<file path="src/rtl/dhmc_pkg.sv">
// ---------------------------------------------------------------------------
// dhmc_pkg
// Types and constants shared by the dryer heater mode controller.
// ---------------------------------------------------------------------------
`timescale 1ns / 1ps
`default_nettype none

package dhmc_pkg;

    typedef enum logic [2:0] {
        MODE_IDLE    = 3'd0,
        MODE_HEATING = 3'd1,
        MODE_HOLDING = 3'd2,
        MODE_COOLING = 3'd3,
        MODE_MANUAL  = 3'd4,
        MODE_SAFETY  = 3'd5
    } mode_t;

    // Command codes
    localparam logic [2:0] REQ_TICK       = 3'd0;
    localparam logic [2:0] REQ_PRESET     = 3'd1;
    localparam logic [2:0] REQ_RESET      = 3'd2;
    localparam logic [2:0] REQ_MAN_HEATER = 3'd3;
    localparam logic [2:0] REQ_MAN_FAN    = 3'd4;

    // Register map (word index)
    localparam int          ADDR_W        = 4;
    localparam logic [1:0]  REG_TRIP      = 2'd0;
    localparam logic [1:0]  REG_RELEASE   = 2'd1;
    localparam logic [1:0]  REG_COOLED    = 2'd2;

    localparam int          TEMP_CFG_W    = 11;
    localparam logic [10:0] TRIP_RST      = 11'd800;
    localparam logic [10:0] RELEASE_RST   = 11'd750;
    localparam logic [10:0] COOLED_RST    = 11'd300;

    typedef struct packed {
        logic [2:0]         req_type;
        logic signed [11:0] temperature;
        logic               time_left;
        logic [7:0]         preset_target;
        logic [31:0]        preset_duration;
        logic               switch_on;
    } req_t;

    typedef struct packed {
        mode_t       mode;
        logic        heater_drive;
        logic        fan_drive;
        logic        timer_load;
        logic [31:0] timer_value;
    } rsp_t;

    typedef struct packed {
        logic [TEMP_CFG_W-1:0] safety_trip_temp;
        logic [TEMP_CFG_W-1:0] safety_release_temp;
        logic [TEMP_CFG_W-1:0] cooled_temp;
    } cfg_t;

endpackage

`default_nettype wire

</file>
<file path="src/rtl/dhmc_regs.sv">
// ---------------------------------------------------------------------------
// dhmc_regs
// APB register file holding the three temperature thresholds.
// ---------------------------------------------------------------------------
`timescale 1ns / 1ps
`default_nettype none

module dhmc_regs (
    input  wire logic                       clk,
    input  wire logic                       rst_n,
    input  wire logic                       psel,
    input  wire logic                       penable,
    input  wire logic                       pwrite,
    input  wire logic [dhmc_pkg::ADDR_W-1:0] paddr,
    input  wire logic [31:0]                pwdata,
    output logic [31:0]                     prdata,
    output dhmc_pkg::cfg_t                  cfg
);

    logic [dhmc_pkg::TEMP_CFG_W-1:0] trip_reg;
    logic [dhmc_pkg::TEMP_CFG_W-1:0] release_reg;
    logic [dhmc_pkg::TEMP_CFG_W-1:0] cooled_reg;
    logic [1:0]                      index;
    logic                            wr_en;

    assign index = paddr[3:2];
    assign wr_en = psel && penable && pwrite;

    always_ff @(posedge clk or negedge rst_n)
    begin
        if (!rst_n)
        begin
            trip_reg    <= dhmc_pkg::TRIP_RST;
            release_reg <= dhmc_pkg::RELEASE_RST;
            cooled_reg  <= dhmc_pkg::COOLED_RST;
        end
        else if (wr_en)
        begin
            unique case (index)
                dhmc_pkg::REG_TRIP:    trip_reg    <= pwdata[dhmc_pkg::TEMP_CFG_W-1:0];
                dhmc_pkg::REG_RELEASE: release_reg <= pwdata[dhmc_pkg::TEMP_CFG_W-1:0];
                dhmc_pkg::REG_COOLED:  cooled_reg  <= pwdata[dhmc_pkg::TEMP_CFG_W-1:0];
                default: ;
            endcase
        end
    end

    always_comb
    begin
        unique case (index)
            dhmc_pkg::REG_TRIP:    prdata = {21'd0, trip_reg};
            dhmc_pkg::REG_RELEASE: prdata = {21'd0, release_reg};
            dhmc_pkg::REG_COOLED:  prdata = {21'd0, cooled_reg};
            default:               prdata = 32'd0;
        endcase
    end

    assign cfg.safety_trip_temp    = trip_reg;
    assign cfg.safety_release_temp = release_reg;
    assign cfg.cooled_temp         = cooled_reg;

endmodule

`default_nettype wire

</file>
<file path="src/rtl/dhmc_ctrl.sv">
// ---------------------------------------------------------------------------
// dhmc_ctrl
// Mode state and relay rules; computes one result per request.
// ---------------------------------------------------------------------------
`timescale 1ns / 1ps
`default_nettype none

module dhmc_ctrl (
    input  wire logic           clk,
    input  wire logic           rst_n,
    input  wire logic           advance,
    input  wire dhmc_pkg::req_t req,
    input  wire dhmc_pkg::cfg_t cfg,
    output dhmc_pkg::rsp_t      rsp
);

    dhmc_pkg::mode_t mode_reg, mode_next;
    logic [7:0]      target_reg, target_next;
    logic            heater_reg, heater_next;
    logic            fan_reg, fan_next;
    logic            load;
    logic [31:0]     tval;

    logic signed [12:0] temp_ext;
    logic signed [12:0] trip_ext;
    logic signed [12:0] release_ext;
    logic signed [12:0] cooled_ext;
    logic signed [12:0] tgt_ext;
    logic signed [12:0] ptgt_ext;

    // Whole degrees to tenths: x*8 + x*2
    function automatic logic [11:0] times10(input logic [7:0] x);
        logic [11:0] w;
        begin
            w = {4'd0, x};
            times10 = (w << 3) + (w << 1);
        end
    endfunction

    assign temp_ext    = {req.temperature[11], req.temperature};
    assign trip_ext    = {2'b00, cfg.safety_trip_temp};
    assign release_ext = {2'b00, cfg.safety_release_temp};
    assign cooled_ext  = {2'b00, cfg.cooled_temp};
    assign tgt_ext     = {1'b0, times10(target_reg)};
    assign ptgt_ext    = {1'b0, times10(req.preset_target)};

    always_comb
    begin
        mode_next   = mode_reg;
        target_next = target_reg;
        heater_next = heater_reg;
        fan_next    = fan_reg;
        load        = 1'b0;
        tval        = 32'd0;

        unique case (req.req_type)
            dhmc_pkg::REQ_TICK:
            begin
                // Safety trip wins over the mode rules, unless already in safety
                if (temp_ext >= trip_ext && mode_reg != dhmc_pkg::MODE_SAFETY)
                begin
                    heater_next = 1'b0;
                    fan_next    = 1'b1;
                    mode_next   = dhmc_pkg::MODE_SAFETY;
                end
                else
                begin
                    unique case (mode_reg)
                        dhmc_pkg::MODE_HEATING:
                        begin
                            if (!req.time_left)
                            begin
                                heater_next = 1'b0;
                                mode_next   = dhmc_pkg::MODE_COOLING;
                            end
                            else if (temp_ext >= tgt_ext)
                            begin
                                heater_next = 1'b0;
                                mode_next   = dhmc_pkg::MODE_HOLDING;
                            end
                        end
                        dhmc_pkg::MODE_HOLDING:
                        begin
                            if (!req.time_left)
                            begin
                                heater_next = 1'b0;
                                mode_next   = dhmc_pkg::MODE_COOLING;
                            end
                            else if (temp_ext < tgt_ext)
                            begin
                                heater_next = 1'b1;
                                mode_next   = dhmc_pkg::MODE_HEATING;
                            end
                        end
                        dhmc_pkg::MODE_COOLING:
                        begin
                            if (temp_ext < cooled_ext)
                            begin
                                fan_next  = 1'b0;
                                mode_next = dhmc_pkg::MODE_IDLE;
                            end
                        end
                        dhmc_pkg::MODE_SAFETY:
                        begin
                            if (temp_ext < release_ext)
                            begin
                                if (target_reg != 8'd0 && req.time_left)
                                begin
                                    mode_next = dhmc_pkg::MODE_COOLING;
                                end
                                else
                                begin
                                    fan_next  = 1'b0;
                                    mode_next = dhmc_pkg::MODE_IDLE;
                                end
                            end
                        end
                        default: ;
                    endcase
                end
            end
            dhmc_pkg::REQ_PRESET:
            begin
                target_next = req.preset_target;
                fan_next    = 1'b1;
                if (temp_ext >= ptgt_ext)
                begin
                    heater_next = 1'b0;
                    mode_next   = dhmc_pkg::MODE_HOLDING;
                end
                else
                begin
                    heater_next = 1'b1;
                    mode_next   = dhmc_pkg::MODE_HEATING;
                end
                load = 1'b1;
                tval = req.preset_duration;
            end
            dhmc_pkg::REQ_RESET:
            begin
                target_next = 8'd0;
                heater_next = 1'b0;
                fan_next    = 1'b1;
                mode_next   = dhmc_pkg::MODE_COOLING;
                load        = 1'b1;
            end
            dhmc_pkg::REQ_MAN_HEATER:
            begin
                heater_next = req.switch_on;
                if (req.switch_on)
                begin
                    fan_next = 1'b1;
                end
                mode_next = dhmc_pkg::MODE_MANUAL;
            end
            dhmc_pkg::REQ_MAN_FAN:
            begin
                fan_next  = req.switch_on;
                mode_next = dhmc_pkg::MODE_MANUAL;
            end
            default: ;
        endcase
    end

    always_ff @(posedge clk or negedge rst_n)
    begin
        if (!rst_n)
        begin
            mode_reg   <= dhmc_pkg::MODE_IDLE;
            target_reg <= 8'd0;
            heater_reg <= 1'b0;
            fan_reg    <= 1'b0;
        end
        else if (advance)
        begin
            mode_reg   <= mode_next;
            target_reg <= target_next;
            heater_reg <= heater_next;
            fan_reg    <= fan_next;
        end
    end

    assign rsp.mode         = mode_next;
    assign rsp.heater_drive = heater_next;
    assign rsp.fan_drive    = fan_next;
    assign rsp.timer_load   = load;
    assign rsp.timer_value  = tval;

endmodule

`default_nettype wire

</file>
<file path="src/rtl/dryer_heater_mode_controller_top.sv">
// ---------------------------------------------------------------------------
// dryer_heater_mode_controller_top
// Heater and fan mode controller with request input and result output.
// ---------------------------------------------------------------------------
// Takes one request per cycle unless the result path stalls, and returns one
// result per request, in order. A request is captured in an input register,
// evaluated against the mode state in a single pass and written to the
// result register, which offers it; the mode state is updated in the same
// edge, so the next request sees it at once. The input register lets a new
// request in while a finished result waits. Thresholds are set over APB and
// should be changed only while no request is in flight.
`timescale 1ns / 1ps
`default_nettype none

module dryer_heater_mode_controller_top (
    input  wire logic                        clk,
    input  wire logic                        rst_n,
    input  wire logic                        req_valid,
    output logic                             req_ready,
    input  wire dhmc_pkg::req_t              req_data,
    output logic                             rsp_valid,
    input  wire logic                        rsp_ready,
    output dhmc_pkg::rsp_t                   rsp_data,
    input  wire logic                        psel,
    input  wire logic                        penable,
    input  wire logic                        pwrite,
    input  wire logic [dhmc_pkg::ADDR_W-1:0] paddr,
    input  wire logic [31:0]                 pwdata,
    output logic [31:0]                      prdata,
    output logic                             pready
);

    logic           in_valid_reg;
    dhmc_pkg::req_t in_data_reg;
    logic           out_valid_reg;
    dhmc_pkg::rsp_t out_data_reg;
    logic           advance;
    dhmc_pkg::cfg_t cfg;
    dhmc_pkg::rsp_t rsp_next;

    assign pready    = 1'b1;
    // Move the held request into the result register when that slot is free
    assign advance   = in_valid_reg && (!out_valid_reg || rsp_ready);
    assign req_ready = !in_valid_reg || advance;

    dhmc_regs u_regs (
        .clk     (clk),
        .rst_n   (rst_n),
        .psel    (psel),
        .penable (penable),
        .pwrite  (pwrite),
        .paddr   (paddr),
        .pwdata  (pwdata),
        .prdata  (prdata),
        .cfg     (cfg)
    );

    dhmc_ctrl u_ctrl (
        .clk     (clk),
        .rst_n   (rst_n),
        .advance (advance),
        .req     (in_data_reg),
        .cfg     (cfg),
        .rsp     (rsp_next)
    );

    always_ff @(posedge clk or negedge rst_n)
    begin
        if (!rst_n)
        begin
            in_valid_reg  <= 1'b0;
            out_valid_reg <= 1'b0;
        end
        else
        begin
            if (req_ready)
            begin
                in_valid_reg <= req_valid;
            end
            if (advance)
            begin
                out_valid_reg <= 1'b1;
            end
            else if (rsp_ready)
            begin
                out_valid_reg <= 1'b0;
            end
        end
    end

    always_ff @(posedge clk)
    begin
        if (req_valid && req_ready)
        begin
            in_data_reg <= req_data;
        end
        if (advance)
        begin
            out_data_reg <= rsp_next;
        end
    end

    assign rsp_valid = out_valid_reg;
    assign rsp_data  = out_data_reg;

endmodule

`default_nettype wire

</file>
<file path="config.mk">
export PLATFORM = sky130hd
export DESIGN_NAME = dryer_heater_mode_controller_top
export DESIGN_NICKNAME = d
export VERILOG_FILES = /design/src/rtl/dhmc_pkg.sv /design/src/rtl/dhmc_regs.sv /design/src/rtl/dhmc_ctrl.sv /design/src/rtl/dryer_heater_mode_controller_top.sv
export SDC_FILE = /design/constraint.sdc
export NUM_CORES = 1
export LEC_CHECK = 0
export BUFFER_PORTS_ARGS = -buffer_cell sky130_fd_sc_hd__buf_4
export CORE_MARGIN = 3
export CORE_UTILIZATION = 55
export CTS_CLUSTER_SIZE = 20
export DETAILED_ROUTE_END_ITERATION = 8
export GPL_TIMING_DRIVEN = 0
export PLACE_DENSITY = 0.92
export SLEW_MARGIN = 20
export SYNTH_ARGS = -nofsm -noshare
export SYNTH_HDL_FRONTEND = slang
export SYNTH_SLANG_ARGS = --single-unit
</file>
<file path="constraint.sdc">
create_clock -name clk -period 3.75 [get_ports clk]
set_input_delay 0.375 -clock clk [delete_from_list [all_inputs] [get_ports clk]]
set_output_delay 0.375 -clock clk [all_outputs]
set_load 0.02 [all_outputs]
</file>
# Word level (Yosys, flattened, before mapping)
# Index checks and enable logic that the tools add are counted.
[word_totals]
inputBits = 100
regBits = 143
out_inout_bits = 73
[op_classes]
n_mux = 31
n_eq_ne = 11
n_lt_le_gt_ge = 6
n_addsub = 2
reduce_logical = 21
[op_table]
columns = ["op", "n"]
rows = [
  ["case mux 11 bit (3 select lines)", 1],
  ["greater-or-equal comparator 12 x 13 -> 1 bit", 2],
  ["adder 11 x 9 -> 12 bit", 2],
  ["less-than comparator 12 bit", 2],
  ["case mux 3 bit (4 select lines)", 2],
  ["2-to-1 mux 3 bit", 7],
  ["case mux 8 bit (2 select lines)", 1],
  ["2-to-1 mux 1 bit", 14],
  ["less-than comparator 12 x 13 -> 1 bit", 1],
  ["== test 3 x 2 -> 1 bit (second input constant)", 4],
  ["greater-or-equal comparator 12 bit", 1],
  ["case mux 1 bit (4 select lines)", 2],
  ["AND reduction 2 bit", 4],
  ["nonzero test 8 bit", 1],
  ["== test 3 x 1 -> 1 bit (second input constant)", 2],
  ["== test 3 bit (second input constant)", 2],
  ["logical AND 1 bit", 6],
  ["2-to-1 mux 2 bit", 2],
  ["case mux 1 bit (2 select lines)", 2],
  ["nonzero test 2 bit", 2],
  ["OR reduction 2 bit", 2],
  ["zero test 3 bit", 1],
  ["!= test 3 bit (second input constant)", 1],
  ["== test 2 x 1 -> 1 bit (second input constant)", 1],
  ["other kinds (4)", 6],
]

# Longest topological paths before layout
[depth]
word_depth = 7
depth_mapped = 18
ltp_nobuf = 18

# By module
# Synthesis repeated with hierarchy kept, for this count alone.
[hier_totals]
cells_unflattened = 650
hier_area_um2 = 7772.5
[by_module_without_submodules]
columns = ["mod", "cells_per_inst", "area_each_um2", "n_inst", "seq_area_each_um2"]
rows = [
  ["dhmc_ctrl", 412, 3105.5, 1, 325.3],
  ["dryer_heater_mode_controller_top", 105, 2967.8, 1, 2902.8],
  ["dhmc_regs", 133, 1699.1, 1, 843.3],
]

# Worst setup path after synthesis
# Ideal clock, no wire load.
[synth_path]
path_kind = "reg2reg"
from = "register in_data_reg[33] in the netlist's numbering"
to = "register out_data_reg, in the netlist rsp_data[34] (data pin)"
slack_ns = 0.312
setup_ns = 0.260
period_less_slack_ns = 3.438
t_arrival_ns = 3.178
path_stages_with_launch = 19
required_time_ns = 3.490
n_path_buf = 0
path_cell_list = "edfxtp_1 ha_1 fa_1 a21oi_1 nor2_1 nor2_1 nor2b_1 o21ai_0 nand2b_1 nand3_1 ha_1 and4b_1 a32o_1 o21ai_1 a31oi_1 nor2_1 a21oi_1 o22ai_1 mux2_2"
[synth_lines]
columns = ["element", "line_no", "text"]
rows = [
  ["from (decl)", "dryer_heater_mode_controller_top.sv:34", "dhmc_pkg::req_t in_data_reg;"],
  ["from (signal assigned)", "dryer_heater_mode_controller_top.sv:95", "in_data_reg <= req_data;"],
  ["to (signal assigned)", "dryer_heater_mode_controller_top.sv:99", "out_data_reg <= rsp_next;"],
  ["to (decl)", "dryer_heater_mode_controller_top.sv:36", "dhmc_pkg::rsp_t out_data_reg;"],
]

==> out/metrics.csv <==
metric;value;unit
clk_pin_slew;0.07;ns
yosys_register_bits;143;
synth_flop_cell;edfxtp_1;
hold-path-cell-count;1;
nFillCells;927;
syn_inst;671;
dieArea;15200;um^2
synth_top_area_cell;edfxtp_1;
drc_errors;0;
synth_area;7570;um^2
cp-start-kind;register;
postSynthAreaPerCell;11.3;um^2
seqCellArea;4070;um^2
die_w;123;um
cts_tree;built;
yosysWarningCount;0;
maxCapViolations;0;
setup_violations;0;
clock_skew;0.00786;ns
cp_data_required_time;3.92;ns
synth_top_area_frac;0.377;
vias;5640;
multi_input_area;3210;um^2
slew_headroom;0.433;
outcome;complete, no violations;
final_cell_mix;buf_4, edfxtp_1, nand2_1;
rows;42;
power_density;549;nW/um^2
synth-edff-count;95;
synth_compound_area_frac;0.118;
dieHeight;123;um
cellLeakagePower;0.00421;uW
pre_cts_ws;-0.177;ns
critPathKind;register to register;
ant_nets;0;
drtIter0Drc;419;
boundaryPins;173;
r2r_cells;16;
peakVddDrop;0.000357;V
setup_tns;0;ns
hold_violations;0;
synth_top_family_by_area;simple AND/OR/NAND/NOR gates;
min_path_type;input pin to register;
h-tree-depth;4;
numCtsBuffers;17;
wl_per_cell;16.8;um
crit_fanout;5;
min_period;3.65;ns
grt_pass1_vias;5562;
end_kind;register;
async_reset_ff_frac;0.336;
area_growth;25.8;%
yosys.area_share.xor_xnor;0.0127;
nets;1013;
place.gp.congestion;0.890;
max_freq;0.274;GHz
wl;17.4;mm
grt_max_degree;58;
final_common_cell;buf_4;
worst_pin_slew;0.850;ns
grt_pass1_wl;27.1;mm
start_util;0.567;
clockRootBuffer;clkbuf_16;
setup_slack;0.102;ns
clock_latency;0.43;ns
via_per_inst;5.45;
clock-sinks;143;
cp_data_arrival_time;3.82;ns
grt_use_total;0.233;
synthDistinctLibCells;64;
seq_area_frac_synth;0.538;
overflow;0;
cts_buffer_depth;2;
drv_slew;0;
antenna-diode-count;0;
drive_gt1_frac;0.289;
synth-simple-area-share;0.122;
antenna_found_initial;0;
synth_mux_area_frac;0.0383;
dr.pass1.iters;5;
synthTopCellsByArea;edfxtp_1, dfrtp_1, ha_1, dfstp_2, nand2_1;
core_area;13300;um^2
synthAdderAreaFrac;0.113;
post-route-period-util;0.973;
largest_reg_flops;57;
io_buffer_count;126;
dp_hpwl;12.3;mm
## routing by layer
| layer | track usage | share of wire | vias to the layer above | routed length, um |
|---|---|---|---|---|
| met5 | 0 | 0 | - | 0 |
| met3 | 0.0485 | 0.065 | 31 | 1130 |
| met2 | 0.397 | 0.53 | 230 | 9150 |
| li1 | - | - | 2711 | - |
| met1 | 0.290 | 0.39 | 2668 | 6700 |
| met4 | 0.0969 | 0.022 | 0 | 390 |
## path summary, 6_finish.rpt
check                                startpoint  slack, ns                    to
setup / recovery           u_ctrl.target_reg[3]       0.10          rsp_data[35]
hold / removal                     req_data[15]       0.12       in_data_reg[15]
setup reg to reg           u_ctrl.target_reg[3]       0.10          rsp_data[35]
hold reg to reg                    in_valid_reg       0.48             rsp_valid
max in group asynchronous                 rst_n       2.79  u_ctrl.target_reg[3]
min in group asynchronous                 rst_n       0.52    u_regs.trip_reg[0]
## stage by stage
stage | total power [uW] | std cells | hold slack (ns) | cell area (um^2) | util
2_1_floorplan | 3110 | 691 | 0.0794 | 7650 | -
4_1_cts | 5190 | 1029 | 0.106 | 9430 | 0.706
3_3_place_gp | 3480 | 993 | 0.423 | 8810 | 0.660
3_5_place_dp | 3550 | 993 | 0.429 | 8820 | 0.660
6_report | 5230 | 1035 | 0.118 | 9530 | 0.714
5_1_grt | 5530 | 1035 | 0.103 | 9530 | 0.714
## cell usage after synthesis, types with 2 or more instances
cell type  number
nor3_1         11
nand2_1        72
nor2b_1        10
conb_1          2
buf_2           3
fa_1            2
nor4_1          3
edfxtp_1       95
a21oi_1        31
dfstp_2        14
o21bai_1        3
o21ai_1         7
inv_2           2
clkbuf_1       16
and2_1         34
o32a_1          3
o22ai_1         2
o31a_1          3
o21a_1          4
nand4_1         6
o21ai_0        54
nand3b_1        4
mux2i_1        11
a221oi_1        2
a21o_1          4
xor2_1          6
a31oi_1         4
ha_1           65
xnor2_1         5
a211oi_1        4
mux2_2         16
nand3_1         6
or2_2           2
o211ai_1        4
nor3b_1         2
nand2b_1        9
buf_4          22
inv_1          47
dfrtp_1        34
nor2_1         23
## layout make-up
class                           instances  area share
Clock buffer                           17      0.0446
Tap cell                              176      0.0231
Inverter                               50      0.0198
Clock inverter                         15      0.0150
Sequential cell                       143       0.427
Multi-Input combinational cell        456       0.337
Buffer                                 42      0.0256
Timing Repair Buffer                  136       0.107
## cell families after synthesis
kind of cell,count (synthesis)
buffers and inverters,92
xor gates and xnor gates,11
AOI/OAI and AO/OA,143
muxes,27
other,2
DFF,143
and+or+nand+nor,186
adders and majority gates,67
## power by group
part / switching [uW] / internal, uW / total, uW / leakage (uW)
Combinational: 862 / 680 / 1540 / 0.00244
Sequential: 138 / 1940 / 2080 / 0.00149
Clock: 733 / 880 / 1610 / 0.000276
## critical path: stages (launching register included)
cell and delay (ns):
dfrtp_2 0.44, ha_1 0.28, a21o_1 0.19, a21oi_2 0.18, o21bai_1 0.10, a21oi_2 0.14, nor2b_1 0.06, o21ai_1 0.14
xor2_1 0.10, ha_1 0.36, nand2_1 0.12, o21ai_0 0.24, o21ai_1 0.15, a21boi_2 0.19, o32a_1 0.15, nand4_1 0.15
a311o_1 0.40
## what timing repair did
action,CTS,global route
pin swaps,2,8
hold endpoints to repair,34,0
setup buffers,3,6
setup endpoints to repair,5,6
resized for setup,4,17
hold buffers,1,0
Power figures use the tool's default switching activity.
